--- config.mk ---
export PLATFORM = sky130hd
export DESIGN_NAME = ttcb_ctrl
export DESIGN_NICKNAME = d
export VERILOG_FILES = /design/src/rtl/ttcb_pkg.sv /design/src/rtl/ttcb_ctrl.sv
export SDC_FILE = /design/constraint.sdc
export NUM_CORES = 1
export LEC_CHECK = 0
export ABC_AREA = 0
export BUFFER_PORTS_ARGS = -buffer_cell sky130_fd_sc_hd__clkbuf_2
export CELL_PAD_IN_SITES_DETAIL_PLACEMENT = 1
export CELL_PAD_IN_SITES_GLOBAL_PLACEMENT = 2
export CORE_MARGIN = 5
export CORE_UTILIZATION = 27
export DETAILED_ROUTE_END_ITERATION = 6
export PLACE_DENSITY = 0.84
export SETUP_SLACK_MARGIN = 0.4
export SLEW_MARGIN = 40
export SYNTH_ARGS = -nofsm -noshare
export SYNTH_HDL_FRONTEND = slang
export SYNTH_SLANG_ARGS = --single-unit
--- constraint.sdc ---
create_clock -name clk -period 4.5 [get_ports clk]
set_input_delay 0.9 -clock clk [delete_from_list [all_inputs] [get_ports clk]]
set_output_delay 0.9 -clock clk [all_outputs]
set_load 0.03 [all_outputs]
--- src/rtl/ttcb_pkg.sv ---
// ----------------------------------------------------------------------------
// ttcb_pkg
// Types and constants shared by the text terminal cell buffer: operation
// codes, controller states, command and status groups.
// ----------------------------------------------------------------------------
package ttcb_pkg;

    localparam int KIND_W  = 3;
    localparam int ROW_W   = 5;
    localparam int COL_W   = 7;
    localparam int BYTE_W  = 8;

    localparam logic [BYTE_W-1:0] NEWLINE_CODE = 8'd10;
    localparam logic [BYTE_W-1:0] SPACE_CODE   = 8'd32;
    localparam logic [BYTE_W-1:0] RESET_ATTR   = 8'd7;

    typedef enum logic [KIND_W-1:0] {
        KIND_PUT    = 3'd0,
        KIND_WCELL  = 3'd1,
        KIND_WCHAR  = 3'd2,
        KIND_WATTR  = 3'd3,
        KIND_RATTR  = 3'd4,
        KIND_SETCUR = 3'd5,
        KIND_CLEAR  = 3'd6,
        KIND_FILL   = 3'd7
    } kind_t;

    typedef enum logic [3:0] {
        ST_INIT,
        ST_IDLE,
        ST_EXEC,
        ST_SCROLL_RD,
        ST_SCROLL_WR,
        ST_BLANK,
        ST_SWEEP,
        ST_PUT_WR,
        ST_DONE
    } state_t;

    typedef enum logic [3:0] {
        MEM_NONE,
        MEM_ITEM,
        MEM_PUT,
        MEM_INIT,
        MEM_CLEAR,
        MEM_FILL,
        MEM_SCR_RD,
        MEM_SCR_WR,
        MEM_BLANK
    } mem_op_t;

    typedef enum logic [2:0] {
        CUR_NONE,
        CUR_NEWLINE,
        CUR_ADV,
        CUR_SET,
        CUR_HOME
    } cur_op_t;

    typedef struct packed {
        logic    take;
        mem_op_t mem_op;
        cur_op_t cur_op;
        logic    cnt_clr;
        logic    cnt_inc;
        logic    out_load;
    } ctrl_cmd_t;

    typedef struct packed {
        kind_t kind;
        logic  req_valid;
        logic  newline;
        logic  wrap_pend;
        logic  last_row;
        logic  last_cell;
        logic  last_scroll;
        logic  last_col;
        logic  out_free;
    } ctrl_sts_t;

endpackage

--- src/rtl/ttcb_ctrl.sv ---
// ----------------------------------------------------------------------------
// ttcb_ctrl
// Sequencer of the cell buffer: takes a word, runs the single-cell access or
// the scroll, clear and fill sweeps, and hands the result to the output stage.
// ----------------------------------------------------------------------------
module ttcb_ctrl (
    input  logic                clk,
    input  logic                rst_n,
    input  ttcb_pkg::ctrl_sts_t sts,
    output ttcb_pkg::ctrl_cmd_t cmd
);
    import ttcb_pkg::*;

    state_t state_reg;
    state_t state_next;

    always_ff @(posedge clk or negedge rst_n)
    begin
        if (!rst_n)
        begin
            state_reg <= ST_INIT;
        end
        else
        begin
            state_reg <= state_next;
        end
    end

    always_comb
    begin
        state_next   = state_reg;
        cmd.take     = 1'b0;
        cmd.mem_op   = MEM_NONE;
        cmd.cur_op   = CUR_NONE;
        cmd.cnt_clr  = 1'b0;
        cmd.cnt_inc  = 1'b0;
        cmd.out_load = 1'b0;

        unique case (state_reg)
            ST_INIT:
            begin
                cmd.mem_op  = MEM_INIT;
                cmd.cnt_inc = 1'b1;
                if (sts.last_cell)
                begin
                    state_next = ST_IDLE;
                end
            end

            ST_IDLE:
            begin
                cmd.take = 1'b1;
                if (sts.req_valid)
                begin
                    state_next = ST_EXEC;
                end
            end

            ST_EXEC:
            begin
                cmd.cnt_clr = 1'b1;
                state_next  = ST_DONE;
                unique case (sts.kind)
                    KIND_PUT:
                    begin
                        if (sts.newline || sts.wrap_pend)
                        begin
                            cmd.cur_op = CUR_NEWLINE;
                            if (sts.last_row)
                            begin
                                state_next = ST_SCROLL_RD;
                            end
                            else if (!sts.newline)
                            begin
                                state_next = ST_PUT_WR;
                            end
                        end
                        else
                        begin
                            cmd.mem_op = MEM_PUT;
                            cmd.cur_op = CUR_ADV;
                        end
                    end
                    KIND_WCELL, KIND_WCHAR, KIND_WATTR, KIND_RATTR:
                    begin
                        cmd.mem_op = MEM_ITEM;
                    end
                    KIND_SETCUR:
                    begin
                        cmd.cur_op = CUR_SET;
                    end
                    KIND_CLEAR:
                    begin
                        cmd.cur_op = CUR_HOME;
                        state_next = ST_SWEEP;
                    end
                    KIND_FILL:
                    begin
                        state_next = ST_SWEEP;
                    end
                    default:
                    begin
                        state_next = ST_DONE;
                    end
                endcase
            end

            ST_SCROLL_RD:
            begin
                cmd.mem_op = MEM_SCR_RD;
                state_next = ST_SCROLL_WR;
            end

            ST_SCROLL_WR:
            begin
                cmd.mem_op = MEM_SCR_WR;
                if (sts.last_scroll)
                begin
                    cmd.cnt_clr = 1'b1;
                    state_next  = ST_BLANK;
                end
                else
                begin
                    cmd.cnt_inc = 1'b1;
                    state_next  = ST_SCROLL_RD;
                end
            end

            ST_BLANK:
            begin
                cmd.mem_op  = MEM_BLANK;
                cmd.cnt_inc = 1'b1;
                if (sts.last_col)
                begin
                    // a wrapped put still owes its character to the new bottom row
                    state_next = sts.newline ? ST_DONE : ST_PUT_WR;
                end
            end

            ST_SWEEP:
            begin
                cmd.mem_op  = (sts.kind == KIND_CLEAR) ? MEM_CLEAR : MEM_FILL;
                cmd.cnt_inc = 1'b1;
                if (sts.last_cell)
                begin
                    state_next = ST_DONE;
                end
            end

            ST_PUT_WR:
            begin
                cmd.mem_op = MEM_PUT;
                cmd.cur_op = CUR_ADV;
                state_next = ST_DONE;
            end

            ST_DONE:
            begin
                if (sts.out_free)
                begin
                    cmd.out_load = 1'b1;
                    state_next   = ST_IDLE;
                end
            end

            default:
            begin
                state_next = ST_IDLE;
            end
        endcase
    end

endmodule

==> impl_metrics.py, run 1 <==
metrics = {
    "sta": {
        "period_share": 0.7483,
        "rsz0062_at_grt": "false",
        "fmax_mhz": 297.0,
        "slew_viol_final": 0,
        "relSlewSlack": 0.5220,
        "worstMarginPinSlew_ns": 0.7171,
        "finalSetupViolCount": 0,
        "period_minus_slack_ns": 3.368,
        "finalHoldViolations": 0,
        "fin_tns_setup_ns": 0,
        "final.setup_skew_ns": 0.001231,
    },
    "pwr": {
        "irDropWorstVdd_v": 0.0002139,
        "power.switching_mw": 0.2505,
        "pwr-share-comb": 0.632,
        "leakage_nw": 0.3088,
        "p_int_mw": 0.1907,
        "power_density_mw_per_mm2": 575.2,
        "p_sw_frac": 0.5679,
        "seqPwrFrac": 0.266,
        "p_clk_frac": 0.101,
    },
    "global_route": {
        "grt_pass1_wl_mm": 3.167,
        "grt_pass1_vias": 727,
        "antenna_found_initial": 0,
        "grt_overflow": 0,
        "grt_usage": 0.1146,
        "grt_max_degree": 24,
    },
    "final_layout": {
        "final_core_util": 0.3434,
        "antenna_cells": 0,
        "fin_area_um2": 767.0,
        "syn2layout_area_growth_pct": 19.96,
        "nNetsFinal": 120,
        "largest_reg_flops": 4,
        "drive_gt1_frac": 0.2952,
        "layoutNonFillerInstCount": 133,
    },
    "setup_path": {
        "cp_max_fo": 9,
        "r2r_slack_ns": 2.72,
        "cp.arrival_ns": 2.47,
        "endpoint_kind": "output port",
        "reg2reg_depth": 4,
        "required_ns": 3.60,
        "reg2reg_from": "state_reg[0]",
        "startpoint": "sts[6]",
        "crit_end": "cmd[4]",
        "r2r_end": "state_reg[3]",
        "critical_path_class": "input pin to output port",
        "startpoint_type": "input pin",
    },
    "yosys": {
        "synth-xor-area-share": 0,
        "yosysSeqAreaShare": 0.1566,
        "synthCells": 88,
        "syn_avg_cell_area_um2": 7.265,
        "yosys.area_share.simple": 0.3483,
        "synthesis.nets": 101,
        "synth_cell_types": 39,
        "synth-seq-cells": 4,
        "yosysWarningCount": 0,
        "syn_area_um2": 639.4,
        "synth_top_family_by_area": "simple AND/OR/NAND/NOR gates",
        "synth_fa_ha_area_frac": 0,
        "synth_compound_area_frac": 0.3366,
        "synth.area.mux_share": 0.06458,
    },
    "clock_network": {
        "cts_max_level": 1,
        "post_cts_resize_count": 0,
        "cts_setup_buffers": 0,
        "cts_root_buffer": "clkbuf_4",
        "clockBufferDepth": 2,
        "worstSkewPairLatency_ns": 0.24,
        "cts_buffers": 3,
        "cts_hold_buf": 0,
        "clock-sinks": 4,
        "cts_tree": "yes",
        "path_clk_slew_ns": 0.04,
    },
    "routing": {
        "drc": 0,
        "drt_iter0_drc": 11,
        "wl_per_cell_um": 14.29,
        "ant_nets": 0,
        "wl_met1_um": 828,
        "wl_mm": 1.900,
        "first_pass_iters": 2,
        "vias": 744,
        "top_layer": "met3",
        "via_per_inst": 5.594,
        "wl_met3_um": 70,
        "wl_met2_mm": 1.001,
    },
    "outcome": {
        "status": "finished, final reports clean",
    },
    "floorplan": {
        "die_w_um": 58.66,
        "start_util": 0.2863,
        "die_area_mm2": 0.003441,
        "core_mm2": 0.002233,
        "io_pins": 24,
        "die_h_um": 58.66,
        "rows": 17,
    },
    "place": {
        "port-buffer-count": 23,
        "dpl-instance-area_um2": 744.5,
        "gp_congestion": 0.7638,
        "post-dp-hpwl_mm": 1.445,
        "dp.cells": 130,
    },
    "worst_hold_path": {
        "hold_path_class": "input pin to asynchronous set/reset pin",
    },
    "run": {
        "maxCapViolCount": 0,
    },
}
## through the flow
stage | total power, mW | hold slack, ns | setup slack, ns
5_1_grt | 0.4772 | 0.4650 | 1.017
3_3_place_gp | 0.3935 | 0.7062 | 1.170
6_report | 0.4412 | 0.4610 | 1.132
3_5_place_dp | 0.4004 | 0.7100 | 1.134
2_1_floorplan | 0.3280 | 0.6044 | 1.043
4_1_cts | 0.4466 | 0.4599 | 1.133
## cell type report
class	count	area (um^2)
sequential	4	100.1
fill	288	1466
multi-input combinational	71	479.2
clock buffer	3	22.52
inverter	4	15.01
timing repair buffer	23	115.1
tap	28	35.03
## worst min-delay path by stage
stage / startpoint / to / slack [ns] / cells past startpoint
floorplan: rst_n / state_reg[0] / 0.60 / 0
global placement: rst_n / state_reg[2] / 0.71 / 1
detailed placement: rst_n / state_reg[2] / 0.71 / 1
CTS: rst_n / state_reg[2] / 0.46 / 1
global route: rst_n / state_reg[1] / 0.46 / 1
finish: rst_n / state_reg[2] / 0.46 / 1
## power groups by stage
stage	Combinational, mW	Clock, mW	Sequential (mW)
6_report	0.279	0.0446	0.118
5_1_grt	0.302	0.0486	0.126
4_1_cts	0.283	0.0459	0.118
3_5_place_dp	0.282	0	0.119
3_3_place_gp	0.277	0	0.116
2_1_floorplan	0.275	0	0.0528
## placed cells by master (no fill, tap or decap), types with 2 or more instances in the layout
master	n
nor2_1	6
nand2b_1	8
a211oi_1	2
nand2_1	6
nor3_1	8
clkbuf_4	3
o21ai_1	2
a21oi_1	6
mux2i_1	3
nor2b_1	2
clkbuf_2	23
o21a_1	2
or3_1	2
inv_1	4
o22ai_1	3
dfrtp_1	4
## cell usage after synthesis
cell,instances,area [um^2]
a2111oi_0,1,8.760
a2111oi_4,1,27.53
a211oi_1,2,15.01
a21oi_1,6,30.03
a21oi_2,1,8.760
a221oi_1,1,8.760
a22oi_1,1,7.510
a311o_1,1,10.01
buf_1,1,3.750
buf_2,3,15.01
buf_6,1,11.26
clkbuf_1,4,15.01
dfrtp_1,4,100.1
inv_1,4,15.01
mux2_2,1,11.26
mux2i_1,3,30.03
nand2_1,6,22.52
nand2b_1,8,50.05
nand3_1,1,5.000
nand3b_1,1,7.510
nor2_1,6,22.52
nor2b_1,2,12.51
nor3_1,8,40.04
nor3b_2,1,12.51
nor4_1,1,6.260
nor4bb_1,1,10.01
o211ai_1,1,7.510
o21a_1,2,15.01
o21ai_0,1,5.000
o21ai_1,2,10.01
o22a_1,1,8.760
o22ai_1,3,18.77
o2bb2ai_1,1,8.760
o31ai_1,1,7.510
o32ai_1,1,8.760
o41ai_1,1,8.760
or3_1,2,12.51
or4_4,1,11.26
or4b_1,1,10.01
## critical path: stages
cell	delay (ns)
clkbuf_2	0.16
or4_4	0.57
a2111oi_4	0.36
a21oi_2	0.06
nor3b_2	0.19
clkbuf_2	0.23
## routing by layer
| metal | global-route usage | vias to the layer above |
|---|---|---|
| li1 | - | 369 |
| met1 | 0.1404 | 362 |
| met2 | 0.2153 | 13 |
| met3 | 0.01974 | 0 |
| met4 | 0.009709 | 0 |
| met5 | 0 | - |
## cell families after synthesis
family,Yosys count
and+or+nand+nor,39
AOI/OAI and AO/OA,28
buffers and inverters,13
muxes,4
DFF,4
Note: power is estimated with default switching activity, not from simulation.
==> inputs of run 2 (changes only) <==
--- a/config.mk
+++ b/config.mk
@@ -5,14 +5,14 @@
 export SDC_FILE = /design/constraint.sdc
 export NUM_CORES = 1
 export LEC_CHECK = 0
-export ABC_AREA = 0
+export ABC_AREA = 1
 export BUFFER_PORTS_ARGS = -buffer_cell sky130_fd_sc_hd__clkbuf_2
 export CELL_PAD_IN_SITES_DETAIL_PLACEMENT = 1
 export CELL_PAD_IN_SITES_GLOBAL_PLACEMENT = 2
 export CORE_MARGIN = 5
-export CORE_UTILIZATION = 27
+export CORE_UTILIZATION = 18
 export DETAILED_ROUTE_END_ITERATION = 6
-export PLACE_DENSITY = 0.84
+export PLACE_DENSITY = 0.72
 export SETUP_SLACK_MARGIN = 0.4
 export SLEW_MARGIN = 40
 export SYNTH_ARGS = -nofsm -noshare
==> constraint.sdc (replaced) <==
create_clock -name clk -period 2.7 [get_ports clk]
set_input_delay 0.54 -clock clk [delete_from_list [all_inputs] [get_ports clk]]
set_output_delay 0.54 -clock clk [all_outputs]
set_load 0.03 [all_outputs]
==> impl_metrics.py, run 2 <==
metrics = {
    "outcome": {
        "status": "finished, final reports clean",
    },
    "final_layout": {
        "multi_input_area_um2": 381.6,
        "layout_common_cells": "nand2_1 (31), clkbuf_2 (23), inv_1 (17)",
        "final_core_util": 0.2450,
        "nFillCells": 422,
        "final_common_cell": "nand2_1",
        "antenna_cells": 0,
        "largest_reg_flops": 4,
        "register_area_um2": 100.1,
        "syn2layout_area_growth_pct": 32.73,
        "drive_gt1_frac": 0.3182,
        "nNetsFinal": 147,
    },
    "floorplan": {
        "die_h_um": 65.49,
        "io_pins": 24,
        "start_util": 0.1846,
        "rows": 20,
        "die_area_mm2": 0.004289,
        "die_w_um": 65.49,
        "core_mm2": 0.003003,
    },
    "yosys": {
        "synth-edff-count": 0,
        "synth_flop_cell": "dfrtp_1",
        "synth_cell_types": 16,
        "async_flop_share": 1.000,
        "synth_area_leader_cell": "nand2_1",
        "synth-seq-cells": 4,
        "yosysTopAreaCellShare": 0.2099,
        "syn_area_um2": 554.3,
        "synthesis.nets": 119,
        "synthTopCellsByArea": "nand2_1 (21%), dfrtp_1 (18%), inv_1 (12%), nor2_1 (11%), nand3_1 (9.9%)",
        "yosysWarningCount": 0,
        "synthCells": 106,
        "syn_avg_cell_area_um2": 5.229,
        "synth_commonest_cells": "nand2_1 (31), inv_1 (17), nor2_1 (16)",
        "yosysSeqAreaShare": 0.1806,
        "yosysMostFrequentCell": "nand2_1",
    },
    "sta": {
        "rsz0062_at_grt": "false",
        "slew_viol_final": 0,
        "fmax_mhz": 477.3,
        "final.setup_skew_ns": 0.001710,
        "fin_tns_setup_ns": 0,
        "finalWorstSetupSlack_ns": 0.6048,
        "worstMarginPinSlew_ns": 0.2866,
        "finalSetupViolCount": 0,
        "relSlewSlack": 0.8075,
        "timing.hold.ws_ns": 0.1075,
        "finalHoldViolations": 0,
        "period_share": 0.7760,
        "period_minus_slack_ns": 2.095,
    },
    "pwr": {
        "irDropWorstVdd_v": 0.0003287,
        "leakage_nw": 0.4664,
        "power_density_mw_per_mm2": 1057,
    },
    "place": {
        "post-dp-hpwl_mm": 1.742,
        "preCtsSetupSlack_ns": 0.7245,
        "port-buffer-count": 23,
        "gp_congestion": 0.7249,
    },
    "clock_network": {
        "cts_root_buffer": "clkbuf_4",
        "worstSkewPairLatency_ns": 0.23,
        "cts_setup_buffers": 0,
        "clock-sinks": 4,
        "cts_max_level": 1,
        "cts_buffers": 3,
        "cts_tree": "yes",
        "clockBufferDepth": 2,
        "cts_hold_buf": 0,
        "path_clk_slew_ns": 0.04,
    },
    "global_route": {
        "grt_pass1_vias": 750,
        "grt_usage": 0.09825,
        "grt_overflow": 0,
        "grt_pass1_wl_mm": 3.291,
        "grt_max_degree": 7,
        "antenna_found_initial": 0,
    },
    "setup_path": {
        "cp_max_fo": 4,
        "startpoint": "state_reg[3]",
        "cp_common_cell": "nand3_1",
        "cpPeakStageDelay_ns": 0.41,
        "critical_path_class": "flip-flop to output port",
        "startpoint_type": "flip-flop",
        "endpoint_kind": "output port",
        "cp.arrival_ns": 1.56,
        "worstPathCellList": "nor2_2 > nand2_1 > nor2_1 > nand3_1 > nand3_1 > clkbuf_2",
        "reg2reg_from": "state_reg[0]",
        "crit_slowest_cell": "dfrtp_1",
        "required_ns": 2.16,
    },
    "routing": {
        "ant_nets": 0,
        "drt_iter0_drc": 23,
        "first_pass_iters": 4,
        "vias": 714,
        "via_per_inst": 4.327,
        "wl_mm": 1.941,
        "wl_per_cell_um": 11.76,
        "drc": 0,
    },
    "worst_hold_path": {
        "hold_path_class": "input pin to asynchronous set/reset pin",
    },
    "run": {
        "maxCapViolCount": 0,
    },
}
-- run 2: changes by cell type after synthesis, moves of 4 or more --
cell	previous run	this run
nand2_1	6	31
inv_1	4	17
nand3_1	1	11
nor2_1	6	16
nand2b_1	8	0
nand2_2	0	7
nor3_1	8	1
clkbuf_1	4	0
-- run 2: through the flow --
stage | power [mW] | cell area, um^2 | std cells
after floorplan | 0.5476 | 554.3 | 106
after global placement | 0.7057 | 710.7 | 162
after detailed placement | 0.7112 | 710.7 | 162
after CTS | 0.7901 | 733.2 | 165
after global routing | 0.8604 | 735.7 | 165
final | 0.7775 | 735.7 | 165
-- run 2: layout make-up --
cell class	count	area share
Multi-Input combinational cell	82	0.5187
Timing Repair Buffer	23	0.1565
Sequential cell	4	0.1361
Tap cell	33	0.05612
Inverter	20	0.1020
Clock buffer	3	0.03061
-- run 2: final timing paths --
kind | to | slack [ns] | cells past startpoint
max in group asynchronous | state_reg[0] | 2.47 | 1
max | cmd[6] | 0.60 | 6
min in group clk | state_reg[1] | 0.61 | 4
min | state_reg[1] | 0.11 | 1
max reg2reg | state_reg[1] | 1.37 | 9
min reg2reg | state_reg[0] | 0.72 | 4
-- run 2: where the power goes --
part	switching (mW)	leakage (nW)	internal (mW)
clock	0.0231	0.0138	0.0496
sequential	0.0344	0.0520	0.0854
combinational	0.417	0.401	0.168
-- run 2: layer usage --
layer | up-vias | routed length, um | global-route usage
met5 | - | 0 | 0
met4 | 0 | 0 | 0.02332
li1 | 378 | - | -
met2 | 18 | 916 | 0.1745
met1 | 318 | 931 | 0.1244
met3 | 0 | 93 | 0.01368
-- run 2: cells by family (layout without fill, tap and decap cells) --
| family | after synthesis | in the layout | synth area share |
|---|---|---|---|
| DFF | 4 | 4 | 0.1806 |
| and+or+nand+nor | 73 | 73 | 0.5937 |
| AOI/OAI and AO/OA | 9 | 9 | 0.09030 |
| buffers and inverters | 20 | 46 | 0.1354 |
-- run 2: critical path: cells and delay by family, from the launching register on --
family        cells  cell delay [ns]
simple gates      5             0.72
flops             1             0.41
buf+inv           1             0.20
-- run 2: timing repair --
item | in CTS | in global routing
gates resized for setup | 0 | 1
endpoints found under the setup margin | 0 | 1
hold endpoints to repair | 0 | 0
==> inputs of run 3 (changes only) <==
==> constraint.sdc (replaced) <==
create_clock -name clk -period 1.7 [get_ports clk]
set_input_delay 0.34 -clock clk [delete_from_list [all_inputs] [get_ports clk]]
set_output_delay 0.34 -clock clk [all_outputs]
set_load 0.03 [all_outputs]
==> impl_metrics.py, run 3 (synthesis gave the netlist of run 2 again) <==
metrics = {
    "final_layout": {
        "nNetsFinal": 164,
        "syn2layout_area_growth_pct": 109.7,
        "drive_gt1_frac": 0.5973,
        "layoutNonFillerInstCount": 182,
        "nFillCells": 388,
        "layout_common_cells": "nand2_1 (23), inv_1 (13), buf_4 (13)",
        "antenna_cells": 0,
        "largest_reg_flops": 4,
        "fin_area_mm2": 0.001162,
        "final_common_cell": "nand2_1",
    },
    "routing": {
        "drt_iter0_drc": 12,
        "wl_mm": 2.271,
        "first_pass_iters": 2,
        "ant_nets": 0,
        "vias": 809,
        "via_per_inst": 4.445,
        "drc": 0,
        "wl_per_cell_um": 12.48,
    },
    "sta": {
        "finalSetupViolCount": 3,
        "fin_tns_setup_ns": -0.07457,
        "rsz0062_at_grt": "true",
        "worstMarginPinSlew_ns": 0.2386,
        "fmax_mhz": 576.8,
        "finalWorstSetupSlack_ns": -0.03373,
        "period_share": 1.020,
        "finalHoldViolations": 0,
        "period_minus_slack_ns": 1.734,
        "relSlewSlack": 0.8409,
        "slew_viol_final": 0,
        "final.setup_skew_ns": 0.005856,
    },
    "place": {
        "dp.cells": 164,
        "preCtsSetupSlack_ns": 0.05628,
        "dpl-instance-area_um2": 803.3,
        "port-buffer-count": 23,
        "gp_congestion": 0.8152,
        "post-dp-hpwl_mm": 1.726,
    },
    "pwr": {
        "power_density_mw_per_mm2": 1719,
        "leakage_nw": 0.6203,
        "irDropWorstVdd_v": 0.0006254,
    },
    "floorplan": {
        "die_area_mm2": 0.004289,
        "die_w_um": 65.49,
        "core_mm2": 0.003003,
        "die_h_um": 65.49,
        "io_pins": 24,
        "rows": 20,
        "start_util": 0.1846,
    },
    "global_route": {
        "grt_usage": 0.1114,
        "grt_pass1_wl_mm": 3.719,
        "grt_max_degree": 6,
        "antenna_found_initial": 0,
        "grt_pass1_vias": 835,
        "grt_overflow": 0,
    },
    "clock_network": {
        "cts_tree": "yes",
        "cts_max_level": 1,
        "path_clk_slew_ns": 0.04,
        "cts_root_buffer": "clkbuf_4",
        "clockBufferDepth": 2,
        "clock-sinks": 4,
        "worstSkewPairLatency_ns": 0.23,
        "cts_buffers": 3,
    },
    "setup_path": {
        "cp.arrival_ns": 1.39,
        "critical_path_class": "flip-flop to output port",
        "required_ns": 1.36,
        "startpoint": "state_reg[1]",
        "startpoint_type": "flip-flop",
        "endpoint_kind": "output port",
        "cp_max_fo": 5,
        "reg2reg_from": "state_reg[1]",
    },
    "outcome": {
        "violations": "setup timing",
        "status": "finished with violations",
    },
    "worst_hold_path": {
        "hold_path_class": "input pin to flip-flop",
        "hold_start": "sts[3]",
    },
    "run": {
        "maxCapViolCount": 0,
    },
}
## run 3: cell type report
class                           instances  area (um^2)  share of cell area
Multi-Input combinational cell         82        549.3              0.4726
Timing Repair Buffer                   40        362.8              0.3122
Inverter                               20        82.58             0.07104
Sequential cell                         4        103.9             0.08934
Clock buffer                            3        22.52             0.01938
Tap cell                               33        41.29             0.03552
## run 3: worst paths after layout
check | to | slack, ns | cells past startpoint
worst max-delay path | cmd[6] | -0.03 | 7
worst min-delay path | state_reg[1] | 0.42 | 4
worst max register to register | state_reg[3] | 0.36 | 8
worst min register to register | state_reg[2] | 0.78 | 5
max in group asynchronous | state_reg[3] | 1.11 | 2
min in group asynchronous | state_reg[1] | 0.45 | 2
## run 3: report_power, final
part           internal (mW)  leakage (nW)  switching (mW)
Combinational          0.740         0.559           0.938
Sequential             0.141        0.0476          0.0646
Clock                 0.0787        0.0138          0.0355
Total                  0.960         0.620            1.04
## run 3: routing by layer
| layer | wire, um | vias up | GRT usage |
|---|---|---|---|
| met5 | 0 | - | 0 |
| met4 | 10 | 0 | 0.03109 |
| met3 | 85 | 2 | 0.01368 |
| met2 | 1255 | 16 | 0.2124 |
| met1 | 920 | 378 | 0.1282 |
| li1 | - | 413 | - |
## run 3: repair_timing
item                                    4_1_cts  5_1_grt
pin swaps                                    11       13
hold buffers                                  1        0
gates cloned                                  0        0
endpoints found under the hold margin         4        0
gates resized for setup                      39       23
endpoints found under the setup margin       14       15
setup buffers                                 9        5
## run 3: critical path: stages (launching register included)
cell and delay, ns:
dfrtp_2 0.46, nand2_4 0.12, inv_4 0.04, nand2_2 0.07, inv_2 0.06, a21oi_2 0.18
nand3_4 0.09, buf_8 0.14
## run 3: through the flow
step                power [mW]  hold WS, ns  utilization
detailed placement       1.283       0.1520       0.2675
finish                   1.998       0.4165       0.3871
global route             2.132       0.4415       0.3871
floorplan               0.9877      0.04441            -
global placement         1.272       0.1514       0.2675
CTS                      1.789       0.4276       0.3492
